===== src/rtl/spb_pkg.sv =====
`timescale 1ns / 1ps

package spb_pkg;

  localparam int CAPACITY    = 16;
  localparam int KEY_BITS    = 16;
  localparam int HANDLE_BITS = 16;
  localparam int COUNT_BITS  = $clog2(CAPACITY + 1);

  localparam int STATUS_BITS = 2;

  localparam int IN_BITS     = 1 + HANDLE_BITS + KEY_BITS;
  localparam int IN_TDATA_W  = ((IN_BITS + 7) / 8) * 8;
  localparam int OUT_BITS    = STATUS_BITS + 2 * HANDLE_BITS + 2 * KEY_BITS + 1 + COUNT_BITS;
  localparam int OUT_TDATA_W = ((OUT_BITS + 7) / 8) * 8;

  typedef enum logic {
    OP_INSERT = 1'b0,
    OP_REMOVE = 1'b1
  } opcode_t;

  typedef enum logic [STATUS_BITS-1:0] {
    ST_OK    = 2'd0,
    ST_EMPTY = 2'd1,
    ST_FULL  = 2'd2
  } status_t;

  // Broadcast to every cell in the row
  typedef struct packed {
    logic                   ins;
    logic                   rem;
    logic [KEY_BITS-1:0]    key;
    logic [HANDLE_BITS-1:0] handle;
  } spb_ctrl_t;

endpackage


===== src/rtl/spb_cell.sv =====
`timescale 1ns / 1ps

module spb_cell (
  input  logic                            clk,
  input  spb_pkg::spb_ctrl_t              ctrl,
  input  logic                            occupied,
  input  logic                            left_gt,    // left neighbour stays put (tie high at head)
  input  logic [spb_pkg::KEY_BITS-1:0]    left_key,
  input  logic [spb_pkg::HANDLE_BITS-1:0] left_handle,
  input  logic [spb_pkg::KEY_BITS-1:0]    right_key,
  input  logic [spb_pkg::HANDLE_BITS-1:0] right_handle,
  output logic [spb_pkg::KEY_BITS-1:0]    key,
  output logic [spb_pkg::HANDLE_BITS-1:0] handle,
  output logic                            gt
);
  import spb_pkg::*;

  // Strictly greater keys stay ahead of the new entry
  assign gt = occupied && (key > ctrl.key);

  always_ff @(posedge clk) begin
    if (ctrl.ins && !gt) begin
      if (left_gt) begin
        key    <= ctrl.key;
        handle <= ctrl.handle;
      end else begin
        key    <= left_key;
        handle <= left_handle;
      end
    end else if (ctrl.rem) begin
      key    <= right_key;
      handle <= right_handle;
    end
  end

endmodule


===== src/rtl/sorted_priority_buffer.sv =====
`timescale 1ns / 1ps

// Sorted priority buffer.
// Input channel s_*: one item per request, opcode insert or remove-head.
// Output channel m_*: exactly one result item per request, carrying status,
// the removed entry (remove only), the head entry and the occupancy after it.
// Storage is a row of identical cells, head at cell 0. An insert compares
// the new key against every cell at once; cells with a greater key hold,
// the first other cell takes the new entry, the rest shift one place down.
// A remove shifts the whole row one place towards the head.
// Result: held in the output register, valid in the cycle after the request is taken.
// Throughput: one item per cycle while the receiver keeps m_tready high;
// set by the cell update plus the one output register.
// Stall: s_tready follows the output register, so a held result stops new
// requests from being taken until it leaves; nothing is lost.
// Reset: s_tready is held low, the count returns to zero and the output
// register empties; the cell contents are left as they are and are never
// read until written.
// Insert to a full buffer is dropped and reported full; remove from an
// empty buffer is reported empty.

module sorted_priority_buffer (
  input  logic                               clk,
  input  logic                               rst,
  input  logic                               s_tvalid,
  output logic                               s_tready,
  // opcode[0], record_handle[16:1], iteration_key[32:17], zero fill
  input  logic [spb_pkg::IN_TDATA_W-1:0]     s_tdata,
  output logic                               m_tvalid,
  input  logic                               m_tready,
  // status[1:0], removed_handle[17:2], removed_key[33:18], head_valid[34],
  // head_handle[50:35], head_key[66:51], occupancy[71:67]
  output logic [spb_pkg::OUT_TDATA_W-1:0]    m_tdata
);
  import spb_pkg::*;

  // input unpack
  opcode_t                in_op;
  logic [HANDLE_BITS-1:0] in_handle;
  logic [KEY_BITS-1:0]    in_key;

  assign in_op     = opcode_t'(s_tdata[0]);
  assign in_handle = s_tdata[HANDLE_BITS:1];
  assign in_key    = s_tdata[HANDLE_BITS+KEY_BITS:HANDLE_BITS+1];

  logic                   accept;
  logic [COUNT_BITS-1:0]  count;
  logic [COUNT_BITS-1:0]  count_next;
  logic                   full;
  logic                   empty;
  spb_ctrl_t              ctrl;

  assign s_tready = !rst && (!m_tvalid || m_tready);
  assign accept   = s_tvalid && s_tready;
  assign full     = (count == COUNT_BITS'(CAPACITY));
  assign empty    = (count == '0);

  assign ctrl.ins    = accept && (in_op == OP_INSERT) && !full;
  assign ctrl.rem    = accept && (in_op == OP_REMOVE) && !empty;
  assign ctrl.key    = in_key;
  assign ctrl.handle = in_handle;

  // row of cells
  logic [KEY_BITS-1:0]    cell_key    [CAPACITY];
  logic [HANDLE_BITS-1:0] cell_handle [CAPACITY];
  logic [CAPACITY-1:0]    cell_gt;

  for (genvar i = 0; i < CAPACITY; i++) begin : g_cell
    logic                   l_gt;
    logic [KEY_BITS-1:0]    l_key;
    logic [HANDLE_BITS-1:0] l_handle;
    logic [KEY_BITS-1:0]    r_key;
    logic [HANDLE_BITS-1:0] r_handle;

    if (i == 0) begin : g_head
      assign l_gt     = 1'b1;
      assign l_key    = '0;
      assign l_handle = '0;
    end else begin : g_body
      assign l_gt     = cell_gt[i-1];
      assign l_key    = cell_key[i-1];
      assign l_handle = cell_handle[i-1];
    end

    if (i == CAPACITY - 1) begin : g_tail
      assign r_key    = cell_key[i];
      assign r_handle = cell_handle[i];
    end else begin : g_mid
      assign r_key    = cell_key[i+1];
      assign r_handle = cell_handle[i+1];
    end

    spb_cell u_cell (
      .clk          (clk),
      .ctrl         (ctrl),
      .occupied     (COUNT_BITS'(i) < count),
      .left_gt      (l_gt),
      .left_key     (l_key),
      .left_handle  (l_handle),
      .right_key    (r_key),
      .right_handle (r_handle),
      .key          (cell_key[i]),
      .handle       (cell_handle[i]),
      .gt           (cell_gt[i])
    );
  end

  always_comb begin
    count_next = count;
    if (ctrl.ins) count_next = count + 1'b1;
    else if (ctrl.rem) count_next = count - 1'b1;
  end

  always_ff @(posedge clk) begin
    if (rst) count <= '0;
    else count <= count_next;
  end

  // result assembly; head after the step comes from the row's next state
  status_t                res_status;
  logic [HANDLE_BITS-1:0] res_rem_handle;
  logic [KEY_BITS-1:0]    res_rem_key;
  logic [HANDLE_BITS-1:0] nxt_head_handle;
  logic [KEY_BITS-1:0]    nxt_head_key;
  logic                   res_head_valid;

  always_comb begin
    res_status      = ST_OK;
    res_rem_handle  = '0;
    res_rem_key     = '0;
    nxt_head_handle = cell_handle[0];
    nxt_head_key    = cell_key[0];
    if (in_op == OP_INSERT) begin
      if (full) res_status = ST_FULL;
      else if (!cell_gt[0]) begin
        nxt_head_handle = in_handle;
        nxt_head_key    = in_key;
      end
    end else begin
      if (empty) res_status = ST_EMPTY;
      else begin
        res_rem_handle  = cell_handle[0];
        res_rem_key     = cell_key[0];
        nxt_head_handle = cell_handle[1];
        nxt_head_key    = cell_key[1];
      end
    end
    res_head_valid = (count_next != '0);
    if (!res_head_valid) begin
      nxt_head_handle = '0;
      nxt_head_key    = '0;
    end
  end

  // output register
  status_t                out_status;
  logic [HANDLE_BITS-1:0] out_rem_handle;
  logic [KEY_BITS-1:0]    out_rem_key;
  logic                   out_head_valid;
  logic [HANDLE_BITS-1:0] out_head_handle;
  logic [KEY_BITS-1:0]    out_head_key;
  logic [COUNT_BITS-1:0]  out_occupancy;

  always_ff @(posedge clk) begin
    if (rst) m_tvalid <= 1'b0;
    else if (accept) m_tvalid <= 1'b1;
    else if (m_tready) m_tvalid <= 1'b0;
  end

  always_ff @(posedge clk) begin
    if (accept) begin
      out_status      <= res_status;
      out_rem_handle  <= res_rem_handle;
      out_rem_key     <= res_rem_key;
      out_head_valid  <= res_head_valid;
      out_head_handle <= nxt_head_handle;
      out_head_key    <= nxt_head_key;
      out_occupancy   <= count_next;
    end
  end

  assign m_tdata = OUT_TDATA_W'({out_occupancy, out_head_key, out_head_handle,
                                 out_head_valid, out_rem_key, out_rem_handle,
                                 out_status});

`ifndef SYNTHESIS
  a_count_bound : assert property (@(posedge clk) disable iff (rst)
    count <= COUNT_BITS'(CAPACITY))
    else $error("occupancy beyond capacity");

  a_full_drop : assert property (@(posedge clk) disable iff (rst)
    accept && (in_op == OP_INSERT) && full |=> m_tvalid && (out_status == ST_FULL)
      && (count == COUNT_BITS'(CAPACITY)))
    else $error("insert to full buffer not dropped");

  a_empty_remove : assert property (@(posedge clk) disable iff (rst)
    accept && (in_op == OP_REMOVE) && empty |=> m_tvalid && (out_status == ST_EMPTY)
      && (out_rem_key == '0) && (out_rem_handle == '0))
    else $error("remove from empty buffer misreported");

  a_head_valid : assert property (@(posedge clk) disable iff (rst)
    m_tvalid |-> (out_head_valid == (out_occupancy != '0)) && (out_occupancy == count))
    else $error("head valid or occupancy inconsistent");
`endif

endmodule

===== config.mk =====
export PLATFORM = sky130hd
export DESIGN_NAME = sorted_priority_buffer
export DESIGN_NICKNAME = d
export VERILOG_FILES = /design/src/rtl/spb_pkg.sv /design/src/rtl/spb_cell.sv /design/src/rtl/sorted_priority_buffer.sv
export SDC_FILE = /design/constraint.sdc
export NUM_CORES = 2
export LEC_CHECK = 0
export BUFFER_PORTS_ARGS = -buffer_cell sky130_fd_sc_hd__buf_4
export CORE_UTILIZATION = 54
export DETAILED_ROUTE_END_ITERATION = 10
export PLACE_DENSITY = 0.71
export SYNTH_ARGS = -nofsm -noshare
export SYNTH_HDL_FRONTEND = slang
export SYNTH_SLANG_ARGS = --single-unit
export TNS_END_PERCENT = 20

===== constraint.sdc =====
create_clock -name clk -period 12.8 [get_ports clk]
set_input_delay 2.56 -clock clk [delete_from_list [all_inputs] [get_ports clk]]
set_output_delay 2.56 -clock clk [all_outputs]
set_load 0.05 [all_outputs]

# After elaboration in Yosys (flattened, before gate mapping)
# Index checks and enable logic that the tools add are counted.
[totals]
reg_bits = 590
input_bits = 44
output_inout_bits = 74
elab_cells = 260
[op_classes]
addsub = 2
magnitude_cmp = 32
eq_ne = 1
muxes = 105
bitwise_logic = 1
n_reduce_logical = 78
[ops]
columns = ["cell", "n"]
rows = [
  ["2-to-1 mux 16 bit", 98],
  ["greater-than comparator 16 bit", 16],
  ["less-than comparator 4 x 5 -> 1 bit, first input constant", 8],
  ["logical AND 1 bit", 38],
  ["nonzero test 2 bit", 16],
  ["zero test 1 bit", 20],
  ["less-than comparator 3 x 5 -> 1 bit, first input constant", 4],
  ["less-than comparator 1 x 5 -> 1 bit, first input constant", 2],
  ["less-than comparator 2 x 5 -> 1 bit, first input constant", 2],
  ["2-to-1 mux 5 bit", 2],
  ["adder 5 x 1 -> 5 bit, second input constant", 1],
  ["equality test 5 bit, second input constant", 1],
  ["zero test 5 bit", 1],
  ["nonzero test 5 bit", 1],
  ["subtractor 5 x 1 -> 5 bit, second input constant", 1],
  ["2-to-1 mux 2 bit", 2],
  ["2-to-1 mux 1 bit", 3],
  ["OR reduction 2 bit", 1],
  ["logical OR 1 bit", 1],
  ["NOT 1 bit", 1],
]

# Longest topological paths before layout
[depth]
ltp_word = 9
ltp_mapped = 13

# Modules after synthesis
# Synthesis repeated with hierarchy kept, for this count alone.
[hier_totals]
cells_unflattened = 3058
hier_area_um2 = 41378.4
[modules_own_cells]
columns = ["mod", "instances", "cells_per_inst", "area_per_inst_um2", "seq_area_each_um2"]
rows = [
  ["spb_cell (g_cell[0].u_cell ...)", 13, 165, 2303.5, 960.9],
  ["spb_cell (g_cell[7].u_cell ...)", 3, 165, 2348.5, 960.9],
  ["sorted_priority_buffer", 1, 418, 4388.0, 2282.2],
]

# Least setup slack after synthesis
# OpenSTA, ideal clock, no wires.
[synth_path]
path_kind = "input port to flip-flop"
from = "in s_tdata[27] (netlist bit)"
to = "reg g_cell[8].u_cell.handle[0] (netlist bit), enable pin"
setup_ps = 466
t_arrival_ps = 7239
slack_ps = 5095
stages = 11
n_path_buf = 4
path_cell_list = "clkbuf_1 clkbuf_1 inv_1 ha_1 nand4_1 or4_1 a2bb2oi_1 o31a_1 clkbuf_1 clkbuf_1 o21ai_0"
[synth_between]
elab_chain_len = 5
[synth_lines]
columns = ["item", "line", "source"]
rows = [
  ["from (decl)", "sorted_priority_buffer.sv:28", "input logic [spb_pkg::IN_TDATA_W-1:0] s_tdata,"],
  ["greater-than comparator 16 bit", "spb_cell.sv:19", "assign gt = occupied && (key > ctrl.key);"],
  ["logical AND 1 bit", "spb_cell.sv:19", ""],
  ["zero test 1 bit", "spb_cell.sv:22", "if (ctrl.ins && !gt) begin"],
  ["logical AND 1 bit", "spb_cell.sv:22", ""],
  ["nonzero test 2 bit (no source line)", "-", ""],
  ["to (signal assigned)", "spb_cell.sv:25", "handle <= ctrl.handle;"],
  ["to (signal assigned)", "spb_cell.sv:28", "handle <= left_handle;"],
  ["to (signal assigned)", "spb_cell.sv:32", "handle <= right_handle;"],
  ["to (decl)", "spb_cell.sv:13", "output logic [spb_pkg::HANDLE_BITS-1:0] handle,"],
]
# No other way between the ends.
# A chain may end at the register's enable or synchronous reset.

# Worst setup path after layout
[layout_path]
from = "in s_tdata[30] (netlist bit)"
to = "reg g_cell[2].u_cell.key[5] (netlist bit), enable pin"
[layout_between]
elab_chain_len = 5
[layout_lines]
columns = ["item", "line", "source"]
rows = [
  ["greater-than comparator 16 bit", "spb_cell.sv:19", ""],
  ["logical AND 1 bit", "spb_cell.sv:19", ""],
  ["zero test 1 bit", "spb_cell.sv:22", ""],
  ["logical AND 1 bit", "spb_cell.sv:22", ""],
  ["nonzero test 2 bit (no source line)", "-", ""],
  ["to (signal assigned)", "spb_cell.sv:24", "key <= ctrl.key;"],
  ["to (signal assigned)", "spb_cell.sv:27", "key <= left_key;"],
  ["to (signal assigned)", "spb_cell.sv:31", "key <= right_key;"],
  ["to (decl)", "spb_cell.sv:12", "output logic [spb_pkg::KEY_BITS-1:0] key,"],
]
# No other way between the ends.

==> metrics.csv <==
stage,metric,value,unit
global_routing,grt_pass1_wl,150,mm
clocking,cts_tree,yes,
finish,layout-drive-gt1-share,18.5,%
synthesis,yosys_warnings,0,
routing,vias,28468,
synthesis,synth_nets,3901,
job,max-cap-violations,0,
sta,rsz0062_at_grt,false,
routing,drtPass1Iterations,5,
finish,syn_to_final_growth,9.43,%
clocking,clkSlewWorstSetupHoldPaths,0.06,ns
floorplanning,fp.dieH,267,µm
floorplanning,fp.coreArea,68900,µm²
run_status,run_status,"complete, no violations",
worst_setup_path,crit_fanout,33,
worst_setup_path,startpoint_type,primary input,
sta,finalHoldViolCount,0,
worst_setup_path,cp.required,13.09,ns
synthesis,async_flop_share,0,%
global_routing,antenna_found_initial,6,
clocking,hold_buffers,0,
sta,slew_viol_final,0,
routing,drc,0,
synthesis,syn_area_per_cell,10.5,µm²
synthesis,synth_edf_count,584,
finish,fin_nets,3841,
pwr,clkPwrFrac,37.9,%
finish,final_cell_mix,"edfxtp_1, nand2_1, a21oi_1",
worst_hold_path,min_from,g_cell[15].u_cell.handle[1]$_DFFE_PP_,
sta,period_share,52.1,%
clocking,clock_latency,0.62,ns
routing,final_antenna_net_count,0,
worst_setup_path,critPathKind,primary input to register,
synthesis,ys_types,78,
global_routing,grt_max_degree,125,
clocking,cts_max_level,3,
worst_setup_path,path_common_cell,buf_4,
floorplanning,row_count,96,
place,hpwl,67.4,mm
synthesis,synth_top_flop_cell,edfxtp_1,
clocking,cts_num_sinks,590,
pwr,switchingPower,1260,µW
pwr,power_frac_comb,14.0,%
global_routing,grt_usage,26.2,%
pwr,p_leak,0.0148,µW
global_routing,grt.overflow.total,0,
routing,viasPerCell,6.30,
place,gp_congestion,0.876,
pwr,power.total,4780,µW
clocking,cts_made_buffers,66,
floorplanning,die_width,267,µm
clocking,post_cts_buffers,0,
clocking,cts.path.max_buffers,3,
clocking,post_cts_resized,0,
synthesis,syn-cell-area,37900,µm²
synthesis,ys_ff_latch,590,
worst_hold_path,hold_path_class,register to register,
worst_setup_path,slowest_delay,0.63,ns
pwr,powerDensity,115,nW/µm²
sta,relSlewSlack,15.1,%
floorplanning,die_area,71200,µm²
sta,finalCriticalPeriod,6.67,ns
pwr,power_frac_seq,48.1,%
sta,max_freq,150,MHz
place,io_buffers,110,
synthesis,seq_area_frac_synth,46.6,%
worst_setup_path,cp-end-kind,register,
pwr,internal_power,3520,µW
sta,clock_skew,0.0215,ns
worst_hold_path,hold_depth,1,
floorplanning,ios,118,
floorplanning,start_util,54.9,%
pwr,vdd_drop_max,0.0955,mV
routing,wl_per_cell,20.8,µm
global_routing,grt_pass1_vias,27573,
sta,max_slew.worst_pin.slew,1.27,ns
worst_setup_path,cp-startpoint,s_tdata[30],
routing,drt-total-wl,94.1,mm
worst_setup_path,r2r_start,count[3]$_SDFF_PP0_,
worst_setup_path,cp_slowest_cell,nand2b_1,
worst_setup_path,reg2regPathDepth,9,
finish,layout_commonest_cell,edfxtp_1,
worst_setup_path,path_cells,buf_4 > inv_1 > buf_4 > ha_1 > nand4_2 > nor4_4 > a21o_1 > buf_4 > inv_1 > a21oi_4 > buf_4 > nand2b_1 > buf_4,
clocking,clockRootBuffer,clkbuf_16,
routing,first_iter_violations,2774,
worst_setup_path,arrival,6.96,ns
pwr,p_sw_share,26.3,%
sta,setup_violations,0,
synthesis,syn_inst,3598,
sta,fin_setup_tns,0,ns
[cell type report]
| cell class | instances | area (µm²) |
|---|---|---|
| multi-input combinational | 2627 | 18900 |
| antenna | 6 | 15.0 |
| tap | 931 | 1160 |
| fill | 5721 | 27500 |
| clock inverter | 27 | 231 |
| clock buffer | 85 | 1740 |
| inverter | 56 | 211 |
| timing repair buffer | 197 | 1500 |
| sequential | 590 | 17700 |
[critical path, delay by kind of cell]
family	cells	cell delay [ns]
compound gates	2	0.46
fa+ha+maj	1	0.36
buf+inv	7	2.15
simple gates	3	1.36
[metrics by stage]
step           setup WS (ns)  hold slack (ns)  utilization [%]  cells  area (µm²)
4_1_cts                 6.18            0.547             60.1   4513       41400
3_5_place_dp            5.58            0.535             57.2   4401       39400
5_1_grt                 5.83            0.565             60.1   4519       41400
2_1_floorplan           5.10            0.525                -   3598       37900
6_report                6.13            0.545             60.1   4519       41400
3_3_place_gp            5.61            0.526             57.2   4401       39400
[registers in the layout, summed over array words and instances, names as in the netlist]
register	cells
out_head_valid	1
out_occupancy	5
out_status	2
m_tvalid	1
out_rem_handle	16
g_cell.u_cell.key	256
count	5
out_head_key	16
out_rem_key	16
out_head_handle	16
g_cell.u_cell.handle	256
[power by group through the flow]
stage	logic, µW	registers, µW	clock network, µW
after floorplan	449	2360	0
after global placement	640	2340	0
after detailed placement	660	2340	0
after CTS	663	2300	1840
after global routing	735	2310	1910
final	667	2300	1810
[cells in the mapped netlist (5+ instances only)]
| cell | count | area, µm² |
|---|---|---|
| or4_1 | 7 | 52.6 |
| mux2_2 | 332 | 3740 |
| o21bai_1 | 29 | 218 |
| o31a_1 | 5 | 43.8 |
| and4_1 | 34 | 298 |
| o2bb2ai_1 | 5 | 43.8 |
| a211oi_1 | 39 | 293 |
| nand2_1 | 484 | 1820 |
| and2_1 | 66 | 413 |
| inv_1 | 55 | 206 |
| o21ai_0 | 207 | 1040 |
| a21o_1 | 17 | 128 |
| a41oi_1 | 67 | 587 |
| o31ai_1 | 35 | 263 |
| a221oi_1 | 9 | 78.8 |
| nand3_1 | 76 | 380 |
| mux2_1 | 28 | 315 |
| nor2_1 | 58 | 218 |
| o211ai_1 | 13 | 97.6 |
| nand2b_1 | 14 | 87.6 |
| edfxtp_1 | 584 | 17500 |
| a31oi_1 | 133 | 832 |
| nor3_1 | 10 | 50.1 |
| clkbuf_1 | 256 | 961 |
| buf_6 | 5 | 56.3 |
| nand4_1 | 49 | 307 |
| a21oi_1 | 411 | 2060 |
| mux2i_1 | 75 | 751 |
| buf_2 | 45 | 225 |
| ha_1 | 259 | 3240 |
| o21a_1 | 7 | 52.6 |
| dfxtp_1 | 6 | 120 |
| buf_1 | 17 | 63.8 |
| nor4_1 | 43 | 269 |
| a311oi_1 | 28 | 245 |
| nor2b_1 | 19 | 119 |
| a2111oi_0 | 6 | 52.6 |
[worst paths after layout]
path / end / slack (ns)
max: g_cell[2].u_cell.key[5]$_DFFE_PP_ / 6.13
min: g_cell[14].u_cell.handle[1]$_DFFE_PP_ / 0.54
max reg2reg: g_cell[2].u_cell.key[5]$_DFFE_PP_ / 8.06
min reg2reg: g_cell[14].u_cell.handle[1]$_DFFE_PP_ / 0.54
[metal layers]
layer / wire length [µm] / GRT usage [%] / vias up
li1: - / - / 13664
met1: 41000 / 35.2 / 13596
met2: 44800 / 43.2 / 1068
met3: 6080 / 3.56 / 140
met4: 2110 / 9.38 / 0
met5: 0 / 0 / -
[kinds of logic (layout without fill, tap and decap cells)]
logic type / after synthesis / after routing / synth area share (%)
AOI/OAI and AO/OA: 1054 / 1054 / 17.0
and+or+nand+nor: 876 / 876 / 11.0
DFF: 590 / 590 / 46.6
muxes: 435 / 435 / 12.7
buffers and inverters: 381 / 365 / 4.04
adders and majority gates: 259 / 259 / 8.56
xor gates and xnor gates: 3 / 3 / 0.0694
other: 0 / 6 / 0
No activity file was read; power rests on OpenSTA's default activity.
